<file path="src/rtl/core/bdpm_pkg.sv">
// Shared types and constants for the Bayer dead-pixel median block.
`timescale 1ns / 1ps
`default_nettype none

package bdpm_pkg;

  // Fixed field widths of the item channels
  localparam int COORD_BITS = 16;
  localparam int FIELD_BITS = 16;
  localparam int COUNT_BITS = 4;
  localparam int CFG_IDX_BITS = 8;
  localparam int CFG_DATA_BITS = 16;

  // Eight same-colour neighbours, ranked by a 3-bit index
  localparam int NUM_LANES = 8;
  localparam int RANK_BITS = 3;

  // Register indexes on the configuration port
  localparam logic [CFG_IDX_BITS-1:0] REG_IMAGE_WIDTH = 8'd0;
  localparam logic [CFG_IDX_BITS-1:0] REG_IMAGE_HEIGHT = 8'd1;

  // Register reset values
  localparam logic [COORD_BITS-1:0] RESET_IMAGE_WIDTH = 16'd4096;
  localparam logic [COORD_BITS-1:0] RESET_IMAGE_HEIGHT = 16'd3072;

  // Lane order: left, up-left, down-left, right, up-right, down-right, up, down
  typedef struct packed {
    logic [NUM_LANES-1:0]  present;
    logic                  skip;
    logic [COUNT_BITS-1:0] count;
    logic [RANK_BITS-1:0]  k_lo;
    logic [RANK_BITS-1:0]  k_hi;
  } bdpm_flags_t;

endpackage

`default_nettype wire

</file>
<file path="src/rtl/core/bdpm_cfg_if.sv">
// Configuration write channel: register index and write data.
`timescale 1ns / 1ps
`default_nettype none

interface bdpm_cfg_if
  import bdpm_pkg::*;
  ();
  logic                     valid;
  logic                     ready;
  logic [CFG_IDX_BITS-1:0]  index;
  logic [CFG_DATA_BITS-1:0] data;

  modport source (output valid, output index, output data, input ready);
  modport sink (input valid, input index, input data, output ready);
endinterface

`default_nettype wire

</file>
<file path="src/rtl/core/bdpm_in_if.sv">
// Input channel: dead-pixel coordinate and its eight same-colour neighbours.
`timescale 1ns / 1ps
`default_nettype none

interface bdpm_in_if
  import bdpm_pkg::*;
  ();
  logic                  valid;
  logic                  ready;
  logic [COORD_BITS-1:0] dead_x;
  logic [COORD_BITS-1:0] dead_y;
  logic [FIELD_BITS-1:0] left_sample;
  logic [FIELD_BITS-1:0] up_left_sample;
  logic [FIELD_BITS-1:0] down_left_sample;
  logic [FIELD_BITS-1:0] right_sample;
  logic [FIELD_BITS-1:0] up_right_sample;
  logic [FIELD_BITS-1:0] down_right_sample;
  logic [FIELD_BITS-1:0] up_sample;
  logic [FIELD_BITS-1:0] down_sample;

  modport source (
    output valid, output dead_x, output dead_y,
    output left_sample, output up_left_sample, output down_left_sample,
    output right_sample, output up_right_sample, output down_right_sample,
    output up_sample, output down_sample,
    input ready
  );
  modport sink (
    input valid, input dead_x, input dead_y,
    input left_sample, input up_left_sample, input down_left_sample,
    input right_sample, input up_right_sample, input down_right_sample,
    input up_sample, input down_sample,
    output ready
  );
endinterface

`default_nettype wire

</file>
<file path="src/rtl/core/bdpm_out_if.sv">
// Output channel: corrected value, skip flag and neighbour count.
`timescale 1ns / 1ps
`default_nettype none

interface bdpm_out_if
  import bdpm_pkg::*;
  ();
  logic                  valid;
  logic                  ready;
  logic [FIELD_BITS-1:0] corrected_value;
  logic                  skipped;
  logic [COUNT_BITS-1:0] neighbour_count;

  modport source (
    output valid, output corrected_value, output skipped, output neighbour_count,
    input ready
  );
  modport sink (
    input valid, input corrected_value, input skipped, input neighbour_count,
    output ready
  );
endinterface

`default_nettype wire

</file>
<file path="src/rtl/core/bdpm_front.sv">
// Border test: neighbour presence, skip flag, count and median ranks.
`timescale 1ns / 1ps
`default_nettype none

module bdpm_front
  import bdpm_pkg::*;
(
  input  wire logic [COORD_BITS-1:0] dead_x,
  input  wire logic [COORD_BITS-1:0] dead_y,
  input  wire logic [COORD_BITS-1:0] image_width,
  input  wire logic [COORD_BITS-1:0] image_height,
  output bdpm_flags_t                flags
);

  logic has_l;
  logic has_r;
  logic has_u;
  logic has_d;
  logic skip;
  logic [NUM_LANES-1:0]  present;
  logic [COUNT_BITS-1:0] count;

  // Test each side without wrap-around
  assign has_l = dead_x >= COORD_BITS'(2);
  assign has_u = dead_y >= COORD_BITS'(2);
  assign has_r = ({1'b0, dead_x} + (COORD_BITS+1)'(2)) < {1'b0, image_width};
  assign has_d = ({1'b0, dead_y} + (COORD_BITS+1)'(2)) < {1'b0, image_height};
  assign skip  = (dead_x >= image_width) || (dead_y >= image_height);

  // Presence per lane; a skipped coordinate uses no neighbour
  always_comb begin
    present = {has_d, has_u, has_r & has_d, has_r & has_u, has_r,
               has_l & has_d, has_l & has_u, has_l};
    if (skip) begin
      present = '0;
    end
  end

  // Count the neighbours in use
  always_comb begin
    count = '0;
    for (int i = 0; i < NUM_LANES; i++) begin
      count = count + COUNT_BITS'(present[i]);
    end
  end

  // Pick the sorted positions to average: 3 and 4 for eight values, else count/2 twice
  always_comb begin
    flags.present = present;
    flags.skip    = skip;
    flags.count   = count;
    if (count == COUNT_BITS'(NUM_LANES)) begin
      flags.k_lo = RANK_BITS'(3);
      flags.k_hi = RANK_BITS'(4);
    end else begin
      flags.k_lo = count[RANK_BITS:1];
      flags.k_hi = count[RANK_BITS:1];
    end
  end

endmodule

`default_nettype wire

</file>
<file path="src/rtl/core/bdpm_rank_lane.sv">
// One ranking lane: sorted position of its own sample among the present ones.
`timescale 1ns / 1ps
`default_nettype none

module bdpm_rank_lane
  import bdpm_pkg::*;
#(
  parameter int SAMPLE_BITS = 16,
  parameter int LANE = 0
) (
  input  wire logic                   clk,
  input  wire logic                   en,
  input  wire logic [SAMPLE_BITS-1:0] smp [NUM_LANES],
  input  wire logic [NUM_LANES-1:0]   present,
  output logic      [RANK_BITS-1:0]   rank
);

  logic [RANK_BITS-1:0] rank_next;

  // Count present samples that sort ahead; ties go to the lower lane
  always_comb begin
    rank_next = '0;
    for (int j = 0; j < NUM_LANES; j++) begin
      if (j != LANE && present[j]) begin
        if ((smp[j] < smp[LANE]) || ((smp[j] == smp[LANE]) && (j < LANE))) begin
          rank_next = rank_next + RANK_BITS'(1);
        end
      end
    end
  end

  // Hold the rank while the stage is stalled
  always_ff @(posedge clk) begin
    if (en) begin
      rank <= rank_next;
    end
  end

endmodule

`default_nettype wire

</file>
<file path="src/rtl/core/bdpm_merge.sv">
// Merge: pick the samples at the two median ranks and average them.
`timescale 1ns / 1ps
`default_nettype none

module bdpm_merge
  import bdpm_pkg::*;
#(
  parameter int SAMPLE_BITS = 16
) (
  input  wire logic [SAMPLE_BITS-1:0] smp [NUM_LANES],
  input  wire logic [RANK_BITS-1:0]   rank [NUM_LANES],
  input  wire bdpm_flags_t            flags,
  output logic      [SAMPLE_BITS-1:0] median
);

  logic [SAMPLE_BITS-1:0] lo_val;
  logic [SAMPLE_BITS-1:0] hi_val;
  logic [SAMPLE_BITS:0]   sum;

  // Ranks of present lanes are distinct, so an OR of matches selects one sample
  always_comb begin
    lo_val = '0;
    hi_val = '0;
    for (int i = 0; i < NUM_LANES; i++) begin
      if (flags.present[i] && (rank[i] == flags.k_lo)) begin
        lo_val = lo_val | smp[i];
      end
      if (flags.present[i] && (rank[i] == flags.k_hi)) begin
        hi_val = hi_val | smp[i];
      end
    end
  end

  // Truncated mean; equal ranks give the sample itself
  assign sum    = {1'b0, lo_val} + {1'b0, hi_val};
  assign median = sum[SAMPLE_BITS:1];

endmodule

`default_nettype wire

</file>
<file path="src/rtl/core/bayer_dead_pixel_median.sv">
// Top level: dead-pixel median correction with eight parallel ranking lanes.
// An accepted item moves through the stage 1, stage 2 and output registers in order.
// Throughput: one item per cycle while results are taken; each stage is a register with its own valid,
// so an empty stage takes an item even while the output waits to be taken.
// Reset: synchronous, clears all stage valids and loads width 4096, height 3072.
`timescale 1ns / 1ps
`default_nettype none

module bayer_dead_pixel_median
  import bdpm_pkg::*;
#(
  parameter int SAMPLE_BITS = 16
) (
  input  wire logic     clk,
  input  wire logic     rst,
  bdpm_cfg_if.sink      cfg,
  bdpm_in_if.sink       pix_in,
  bdpm_out_if.source    pix_out
);

  logic [COORD_BITS-1:0] image_width;
  logic [COORD_BITS-1:0] image_height;

  logic [SAMPLE_BITS-1:0] smp0 [NUM_LANES];
  bdpm_flags_t            flags0;

  logic                   v1;
  logic [SAMPLE_BITS-1:0] smp1 [NUM_LANES];
  bdpm_flags_t            flags1;

  logic                   v2;
  logic [SAMPLE_BITS-1:0] smp2 [NUM_LANES];
  bdpm_flags_t            flags2;
  logic [RANK_BITS-1:0]   rank2 [NUM_LANES];

  logic [SAMPLE_BITS-1:0] median;

  logic en1;
  logic en2;
  logic en3;

  // Configuration registers; unknown indexes are dropped
  assign cfg.ready = 1'b1;

  always_ff @(posedge clk) begin
    if (rst) begin
      image_width  <= RESET_IMAGE_WIDTH;
      image_height <= RESET_IMAGE_HEIGHT;
    end else if (cfg.valid) begin
      if (cfg.index == REG_IMAGE_WIDTH) begin
        image_width <= cfg.data;
      end
      if (cfg.index == REG_IMAGE_HEIGHT) begin
        image_height <= cfg.data;
      end
    end
  end

  // Stage enables: a stage advances when empty or when the next one advances
  assign en3 = !pix_out.valid || pix_out.ready;
  assign en2 = !v2 || en3;
  assign en1 = !v1 || en2;
  assign pix_in.ready = en1;

  // Keep the low sample bits, in lane order
  assign smp0[0] = pix_in.left_sample[SAMPLE_BITS-1:0];
  assign smp0[1] = pix_in.up_left_sample[SAMPLE_BITS-1:0];
  assign smp0[2] = pix_in.down_left_sample[SAMPLE_BITS-1:0];
  assign smp0[3] = pix_in.right_sample[SAMPLE_BITS-1:0];
  assign smp0[4] = pix_in.up_right_sample[SAMPLE_BITS-1:0];
  assign smp0[5] = pix_in.down_right_sample[SAMPLE_BITS-1:0];
  assign smp0[6] = pix_in.up_sample[SAMPLE_BITS-1:0];
  assign smp0[7] = pix_in.down_sample[SAMPLE_BITS-1:0];

  bdpm_front u_front (
    .dead_x       (pix_in.dead_x),
    .dead_y       (pix_in.dead_y),
    .image_width  (image_width),
    .image_height (image_height),
    .flags        (flags0)
  );

  // Stage 1: border flags and samples
  always_ff @(posedge clk) begin
    if (rst) begin
      v1 <= 1'b0;
    end else if (en1) begin
      v1 <= pix_in.valid;
    end
  end

  always_ff @(posedge clk) begin
    if (en1) begin
      smp1   <= smp0;
      flags1 <= flags0;
    end
  end

  // Stage 2: one ranking lane per neighbour
  for (genvar g = 0; g < NUM_LANES; g++) begin : g_lane
    bdpm_rank_lane #(
      .SAMPLE_BITS (SAMPLE_BITS),
      .LANE        (g)
    ) u_lane (
      .clk     (clk),
      .en      (en2),
      .smp     (smp1),
      .present (flags1.present),
      .rank    (rank2[g])
    );
  end

  always_ff @(posedge clk) begin
    if (rst) begin
      v2 <= 1'b0;
    end else if (en2) begin
      v2 <= v1;
    end
  end

  always_ff @(posedge clk) begin
    if (en2) begin
      smp2   <= smp1;
      flags2 <= flags1;
    end
  end

  bdpm_merge #(
    .SAMPLE_BITS (SAMPLE_BITS)
  ) u_merge (
    .smp    (smp2),
    .rank   (rank2),
    .flags  (flags2),
    .median (median)
  );

  // Stage 3: output register
  always_ff @(posedge clk) begin
    if (rst) begin
      pix_out.valid <= 1'b0;
    end else if (en3) begin
      pix_out.valid <= v2;
    end
  end

  always_ff @(posedge clk) begin
    if (en3) begin
      pix_out.corrected_value <= FIELD_BITS'(median);
      pix_out.skipped         <= flags2.skip;
      pix_out.neighbour_count <= flags2.count;
    end
  end

endmodule

`default_nettype wire

</file>
<file path="src/flat_wrapper.sv">
// flat-port wrapper written by rule: the top's interface ports become plain ports
module bayer_dead_pixel_median_flat import bdpm_pkg::*;
#(
  parameter int SAMPLE_BITS = 16
)
  (clk, rst, cfg_valid, cfg_index, cfg_data, cfg_ready, pix_in_valid, pix_in_dead_x, pix_in_dead_y, pix_in_left_sample, pix_in_up_left_sample, pix_in_down_left_sample, pix_in_right_sample, pix_in_up_right_sample, pix_in_down_right_sample, pix_in_up_sample, pix_in_down_sample, pix_in_ready, pix_out_valid, pix_out_corrected_value, pix_out_skipped, pix_out_neighbour_count, pix_out_ready);
  bdpm_cfg_if cfg_i ();
  bdpm_in_if pix_in_i ();
  bdpm_out_if pix_out_i ();
  input  wire logic clk;
  input  wire logic rst;
  input wire logic [$bits(cfg_i.valid)-1:0] cfg_valid;
  input wire logic [$bits(cfg_i.index)-1:0] cfg_index;
  input wire logic [$bits(cfg_i.data)-1:0] cfg_data;
  output wire logic [$bits(cfg_i.ready)-1:0] cfg_ready;
  input wire logic [$bits(pix_in_i.valid)-1:0] pix_in_valid;
  input wire logic [$bits(pix_in_i.dead_x)-1:0] pix_in_dead_x;
  input wire logic [$bits(pix_in_i.dead_y)-1:0] pix_in_dead_y;
  input wire logic [$bits(pix_in_i.left_sample)-1:0] pix_in_left_sample;
  input wire logic [$bits(pix_in_i.up_left_sample)-1:0] pix_in_up_left_sample;
  input wire logic [$bits(pix_in_i.down_left_sample)-1:0] pix_in_down_left_sample;
  input wire logic [$bits(pix_in_i.right_sample)-1:0] pix_in_right_sample;
  input wire logic [$bits(pix_in_i.up_right_sample)-1:0] pix_in_up_right_sample;
  input wire logic [$bits(pix_in_i.down_right_sample)-1:0] pix_in_down_right_sample;
  input wire logic [$bits(pix_in_i.up_sample)-1:0] pix_in_up_sample;
  input wire logic [$bits(pix_in_i.down_sample)-1:0] pix_in_down_sample;
  output wire logic [$bits(pix_in_i.ready)-1:0] pix_in_ready;
  output wire logic [$bits(pix_out_i.valid)-1:0] pix_out_valid;
  output wire logic [$bits(pix_out_i.corrected_value)-1:0] pix_out_corrected_value;
  output wire logic [$bits(pix_out_i.skipped)-1:0] pix_out_skipped;
  output wire logic [$bits(pix_out_i.neighbour_count)-1:0] pix_out_neighbour_count;
  input wire logic [$bits(pix_out_i.ready)-1:0] pix_out_ready;
  assign cfg_i.valid = cfg_valid;
  assign cfg_i.index = cfg_index;
  assign cfg_i.data = cfg_data;
  assign cfg_ready = cfg_i.ready;
  assign pix_in_i.valid = pix_in_valid;
  assign pix_in_i.dead_x = pix_in_dead_x;
  assign pix_in_i.dead_y = pix_in_dead_y;
  assign pix_in_i.left_sample = pix_in_left_sample;
  assign pix_in_i.up_left_sample = pix_in_up_left_sample;
  assign pix_in_i.down_left_sample = pix_in_down_left_sample;
  assign pix_in_i.right_sample = pix_in_right_sample;
  assign pix_in_i.up_right_sample = pix_in_up_right_sample;
  assign pix_in_i.down_right_sample = pix_in_down_right_sample;
  assign pix_in_i.up_sample = pix_in_up_sample;
  assign pix_in_i.down_sample = pix_in_down_sample;
  assign pix_in_ready = pix_in_i.ready;
  assign pix_out_valid = pix_out_i.valid;
  assign pix_out_corrected_value = pix_out_i.corrected_value;
  assign pix_out_skipped = pix_out_i.skipped;
  assign pix_out_neighbour_count = pix_out_i.neighbour_count;
  assign pix_out_i.ready = pix_out_ready;
  bayer_dead_pixel_median #(.SAMPLE_BITS(SAMPLE_BITS)) u_core (.clk(clk), .rst(rst), .cfg(cfg_i), .pix_in(pix_in_i), .pix_out(pix_out_i));
endmodule
</file>
<file path="config.mk">
export PLATFORM = sky130hd
export DESIGN_NAME = bayer_dead_pixel_median_flat
export DESIGN_NICKNAME = d
export VERILOG_FILES = /design/src/rtl/core/bdpm_pkg.sv /design/src/rtl/core/bdpm_cfg_if.sv /design/src/rtl/core/bdpm_in_if.sv /design/src/rtl/core/bdpm_out_if.sv /design/src/rtl/core/bdpm_front.sv /design/src/rtl/core/bdpm_rank_lane.sv /design/src/rtl/core/bdpm_merge.sv /design/src/rtl/core/bayer_dead_pixel_median.sv /design/src/flat_wrapper.sv
export SDC_FILE = /design/constraint.sdc
export NUM_CORES = 1
export LEC_CHECK = 0
export ABC_AREA = 0
export BUFFER_PORTS_ARGS = -buffer_cell sky130_fd_sc_hd__buf_2
export CAP_MARGIN = 20
export CORE_MARGIN = 2
export CORE_UTILIZATION = 40
export DETAILED_ROUTE_END_ITERATION = 10
export PLACE_DENSITY_LB_ADDON = 0.05
export SKIP_CTS_REPAIR_TIMING = 1
export SYNTH_ARGS = -nofsm -noshare
export SYNTH_HDL_FRONTEND = slang
export SYNTH_SLANG_ARGS = --single-unit
</file>
<file path="constraint.sdc">
create_clock -name clk -period 16.2 [get_ports clk]
set_input_delay 1.62 -clock clk [delete_from_list [all_inputs] [get_ports clk]]
set_output_delay 1.62 -clock clk [all_outputs]
set_load 0.005 [all_outputs]
</file>
==> impl_metrics.py <==
metrics = {
    "setup_path": {
        "path_delay_family": "adder cells",
        "crit_arrival_ns": 7.01,
        "cp-start-kind": "primary input",
        "slowest_delay_ns": 0.57,
        "worstPathRequired_ns": 16.56,
        "r2r_setup_slack_ns": 9.61,
        "end_kind": "register",
        "critPathMaxFanout": 6,
        "worstSetupPathDepth": 21,
        "cp_cell_sequence": "buf_2 > inv_1 > ha_1 > o21bai_1 > a21o_1 > a21o_1 > a21o_1 > a2111oi_0 > o21ai_0 > a21oi_1 > nand3b_1 > fa_1 > fa_1 > inv_1 > fa_1 > ha_1 > inv_1 > fa_1 > xnor2_1 > nor2_1 > a21o_1",
        "crit_buf_inv": 4,
        "r2r-end": "u_core.g_lane[6].u_lane.rank[2]$_DFFE_PP_",
        "r2r_start": "u_core.smp1[97]$_DFFE_PP_",
        "worstSetupPathType": "primary input to register",
        "reg2reg_depth": 26,
        "startpoint": "pix_in_dead_x[1]",
        "crit_slowest_cell": "a2111oi_0",
    },
    "floorplan": {
        "initial_utilization_pct": 40.5,
        "design.core.area_um2": 71700,
        "std_cell_rows": 98,
        "io_pins": 213,
        "fp.dieArea_um2": 74800,
        "die_w_um": 274,
        "die_h_um": 274,
    },
    "logic_synthesis": {
        "synth-async-reset-ratio_pct": 0,
        "synth-seq-area-share_pct": 37.4,
        "synthesis.nets": 3527,
        "synthFlopType": "edfxtp_1",
        "synthSimpleGateAreaFrac_pct": 11.2,
        "synth_cell_type_count": 84,
        "yosys.area_share.adder_pct": 25.1,
        "syn_avg_cell_area_um2": 10.5,
        "synth-edff-count": 339,
        "synth_top_family_by_area": "adder cells",
        "ys_warn_count": 0,
        "synth.area.mux_share_pct": 2.48,
        "ys_ff_latch": 374,
        "synth_xor_xnor_area_share_pct": 4.90,
        "synthCells": 2759,
        "synth.cell_area_um2": 29100,
        "synth_compound_area_share_pct": 15.4,
    },
    "global_routing": {
        "grt_max_degree": 104,
        "track_usage_pct": 27.7,
        "grt_pass1_vias": 24000,
        "antenna_found_initial": 7,
        "grt-ovfl-total": 0,
        "grt_first_pass_wirelength_um": 153000,
    },
    "power_and_ir_drop": {
        "p_comb_share_pct": 20.7,
        "p_sw_share_pct": 29.9,
        "power.internal_mw": 1.93,
        "power.switching_uw": 824,
        "peakVddDrop_mv": 0.0867,
        "power_density_nw_per_um2": 83.2,
        "p_clk_share_pct": 36.2,
        "seqPwrFrac_pct": 43.1,
        "total_leakage_power_nw": 15.0,
    },
    "worst_hold_path": {
        "holdCritPathClass": "register to register",
        "hold_path_depth": 0,
        "holdCritStartpoint": "u_core.flags1[1]$_SDFFCE_PN0P_",
        "whs_endpoint": "u_core.flags2[1]$_DFFE_PP_",
    },
    "routing": {
        "drt-initial-drc-count": 1945,
        "dr_wl_met2_um": 47400,
        "wirelength_um": 104000,
        "postRouteAntennaNets": 0,
        "top_layer_used": "met4",
        "via_per_inst": 5.87,
        "drc": 0,
        "met1_length_um": 47500,
        "routedWlPerCell_um": 25.9,
        "vias": 23700,
        "wl_met3_um": 5930,
        "dr.pass1.iters": 6,
    },
    "clock_network": {
        "clkLatencyLatePin_ns": 0.61,
        "numCtsBuffers": 45,
        "clk_pin_slew_ns": 0.06,
        "clock_path_buffers": 3,
        "cts_tree": "built",
        "cts-root-buf": "clkbuf_16",
        "htreeDepth": 2,
        "cts.sinks": 374,
    },
    "sta": {
        "setup_viol": 0,
        "fmax_ghz": 0.150,
        "finalMaxSlewViolations": 0,
        "layout_worst_path_cycle_share_pct": 41.0,
        "min_period_ns": 6.65,
        "tightest_slew_ns": 1.20,
        "skew_ns": 0.0255,
        "rsz0062_at_grt": "no",
        "finalHoldViolations": 0,
        "setup_tns_ns": 0,
        "relSlewSlack_pct": 19.9,
    },
    "layout": {
        "nFillCells": 6723,
        "areaGrowthSynthToFinish_pct": 14.0,
        "instances_no_fill": 4027,
        "drive_gt1_share_pct": 12.9,
        "ff_latch_area_um2": 10900,
        "mostFrequentLayoutCells": "ha_1 (574), edfxtp_1 (339), inv_1 (231)",
        "multi_input_area_um2": 17200,
        "layout_commonest_cell": "ha_1",
        "nets": 3806,
    },
    "placement": {
        "dp_hpwl_um": 83300,
        "dp.cells": 3941,
        "place_congestion": 0.934,
        "portBuffers": 211,
    },
    "run": {
        "drv_cap": 0,
    },
    "run_status": {
        "status": "finished, final reports clean",
    },
}
[power by group through the flow]
stage	logic (mW)	clock network [mW]	registers, mW
global placement	0.545	0	1.21
detailed placement	0.563	0	1.21
global route	0.637	1.06	1.19
finish	0.570	0.999	1.19
CTS	0.566	1.03	1.19
floorplan	0.348	0	1.18
[cells in the mapped netlist, drive strengths merged, types with 7 or more instances]
cell	count	area, um^2
nand4	109	682
mux2i	39	390
buf	7	37.5
o21a	39	293
nor2b	42	263
a211oi	21	158
nand2b	15	93.8
or3	11	68.8
inv	235	882
o21ai	98	494
nor4	13	81.3
mux2	29	330
o22ai	10	62.6
nor3	41	205
a21o	76	571
edfxtp	339	10200
nand3	61	305
and3	18	113
xnor2	102	893
a2111oi	9	98.9
xor2	57	507
nand2	136	510
dfxtp	35	701
a211o	11	96.3
or2	11	68.8
and2	20	125
clkbuf	31	116
a22oi	122	916
o211ai	23	178
a21oi	147	736
nor2	151	567
and4	9	78.8
a31oi	16	100
o31ai	13	103
ha	574	7180
[worst max path at each step]
stage,endpoint
floorplan,pix_in_ready
global placement,u_core.flags1[3]$_SDFFCE_PN1P_
detailed placement,u_core.flags1[3]$_SDFFCE_PN1P_
CTS,u_core.flags1[3]$_SDFFCE_PN1P_
global route,u_core.flags1[3]$_SDFFCE_PN1P_
finish,u_core.flags1[3]$_SDFFCE_PN1P_
[registers in the layout, summed over array words and instances (netlist names)]
name and flops:
u_core.smp1 128, u_core.smp2 128, u_core.g_lane.u_lane.rank 24, u_core.flags1 19
u_core.flags2 19, u_core.image_height 16, u_core.image_width 16, u_core.pix_out.corrected_value 16
u_core.pix_out.neighbour_count 4, u_core.pix_out.skipped 1, u_core.pix_out.valid 1, u_core.v1 1
u_core.v2 1
[cells by family (layout without fill, tap and decap cells)]
| family | count (synthesis) | count (layout) |
|---|---|---|
| compound gates | 655 | 655 |
| xor+xnor | 160 | 160 |
| fa+ha+maj | 579 | 579 |
| buf+inv | 274 | 587 |
| flops | 374 | 374 |
| mux | 68 | 68 |
| other cells | 1 | 6 |
| simple gates | 648 | 648 |
[area by class of cell]
class / instances / area share, %
Antenna cell: 5 / 0.0378
Inverter: 236 / 2.69
Multi-Input combinational cell: 2111 / 52.0
Tap cell: 950 / 3.59
Clock inverter: 28 / 0.880
Timing Repair Buffer: 270 / 4.51
Clock buffer: 53 / 3.49
Sequential cell: 374 / 32.8
[layer usage]
layer  GRT usage (%)  up-vias
met1            38.3    11500
met5               0        -
met4            10.0        0
met3            3.38      203
met2            44.5      848
li1                -    11100
[through the flow]
stage               power [mW]  area [um^2]  util [%]  hold slack, ns  setup WS [ns]
floorplan                 1.53        29100         -           0.400           9.61
global placement          1.75        31700      44.1           0.402           9.00
detailed placement        1.77        31700      44.1           0.405           8.97
CTS                       2.78        33100      46.2           0.409           9.59
global route              2.89        33100      46.2           0.423           9.15
finish                    2.76        33100      46.2           0.409           9.55
(Power assumes the default switching activity.)
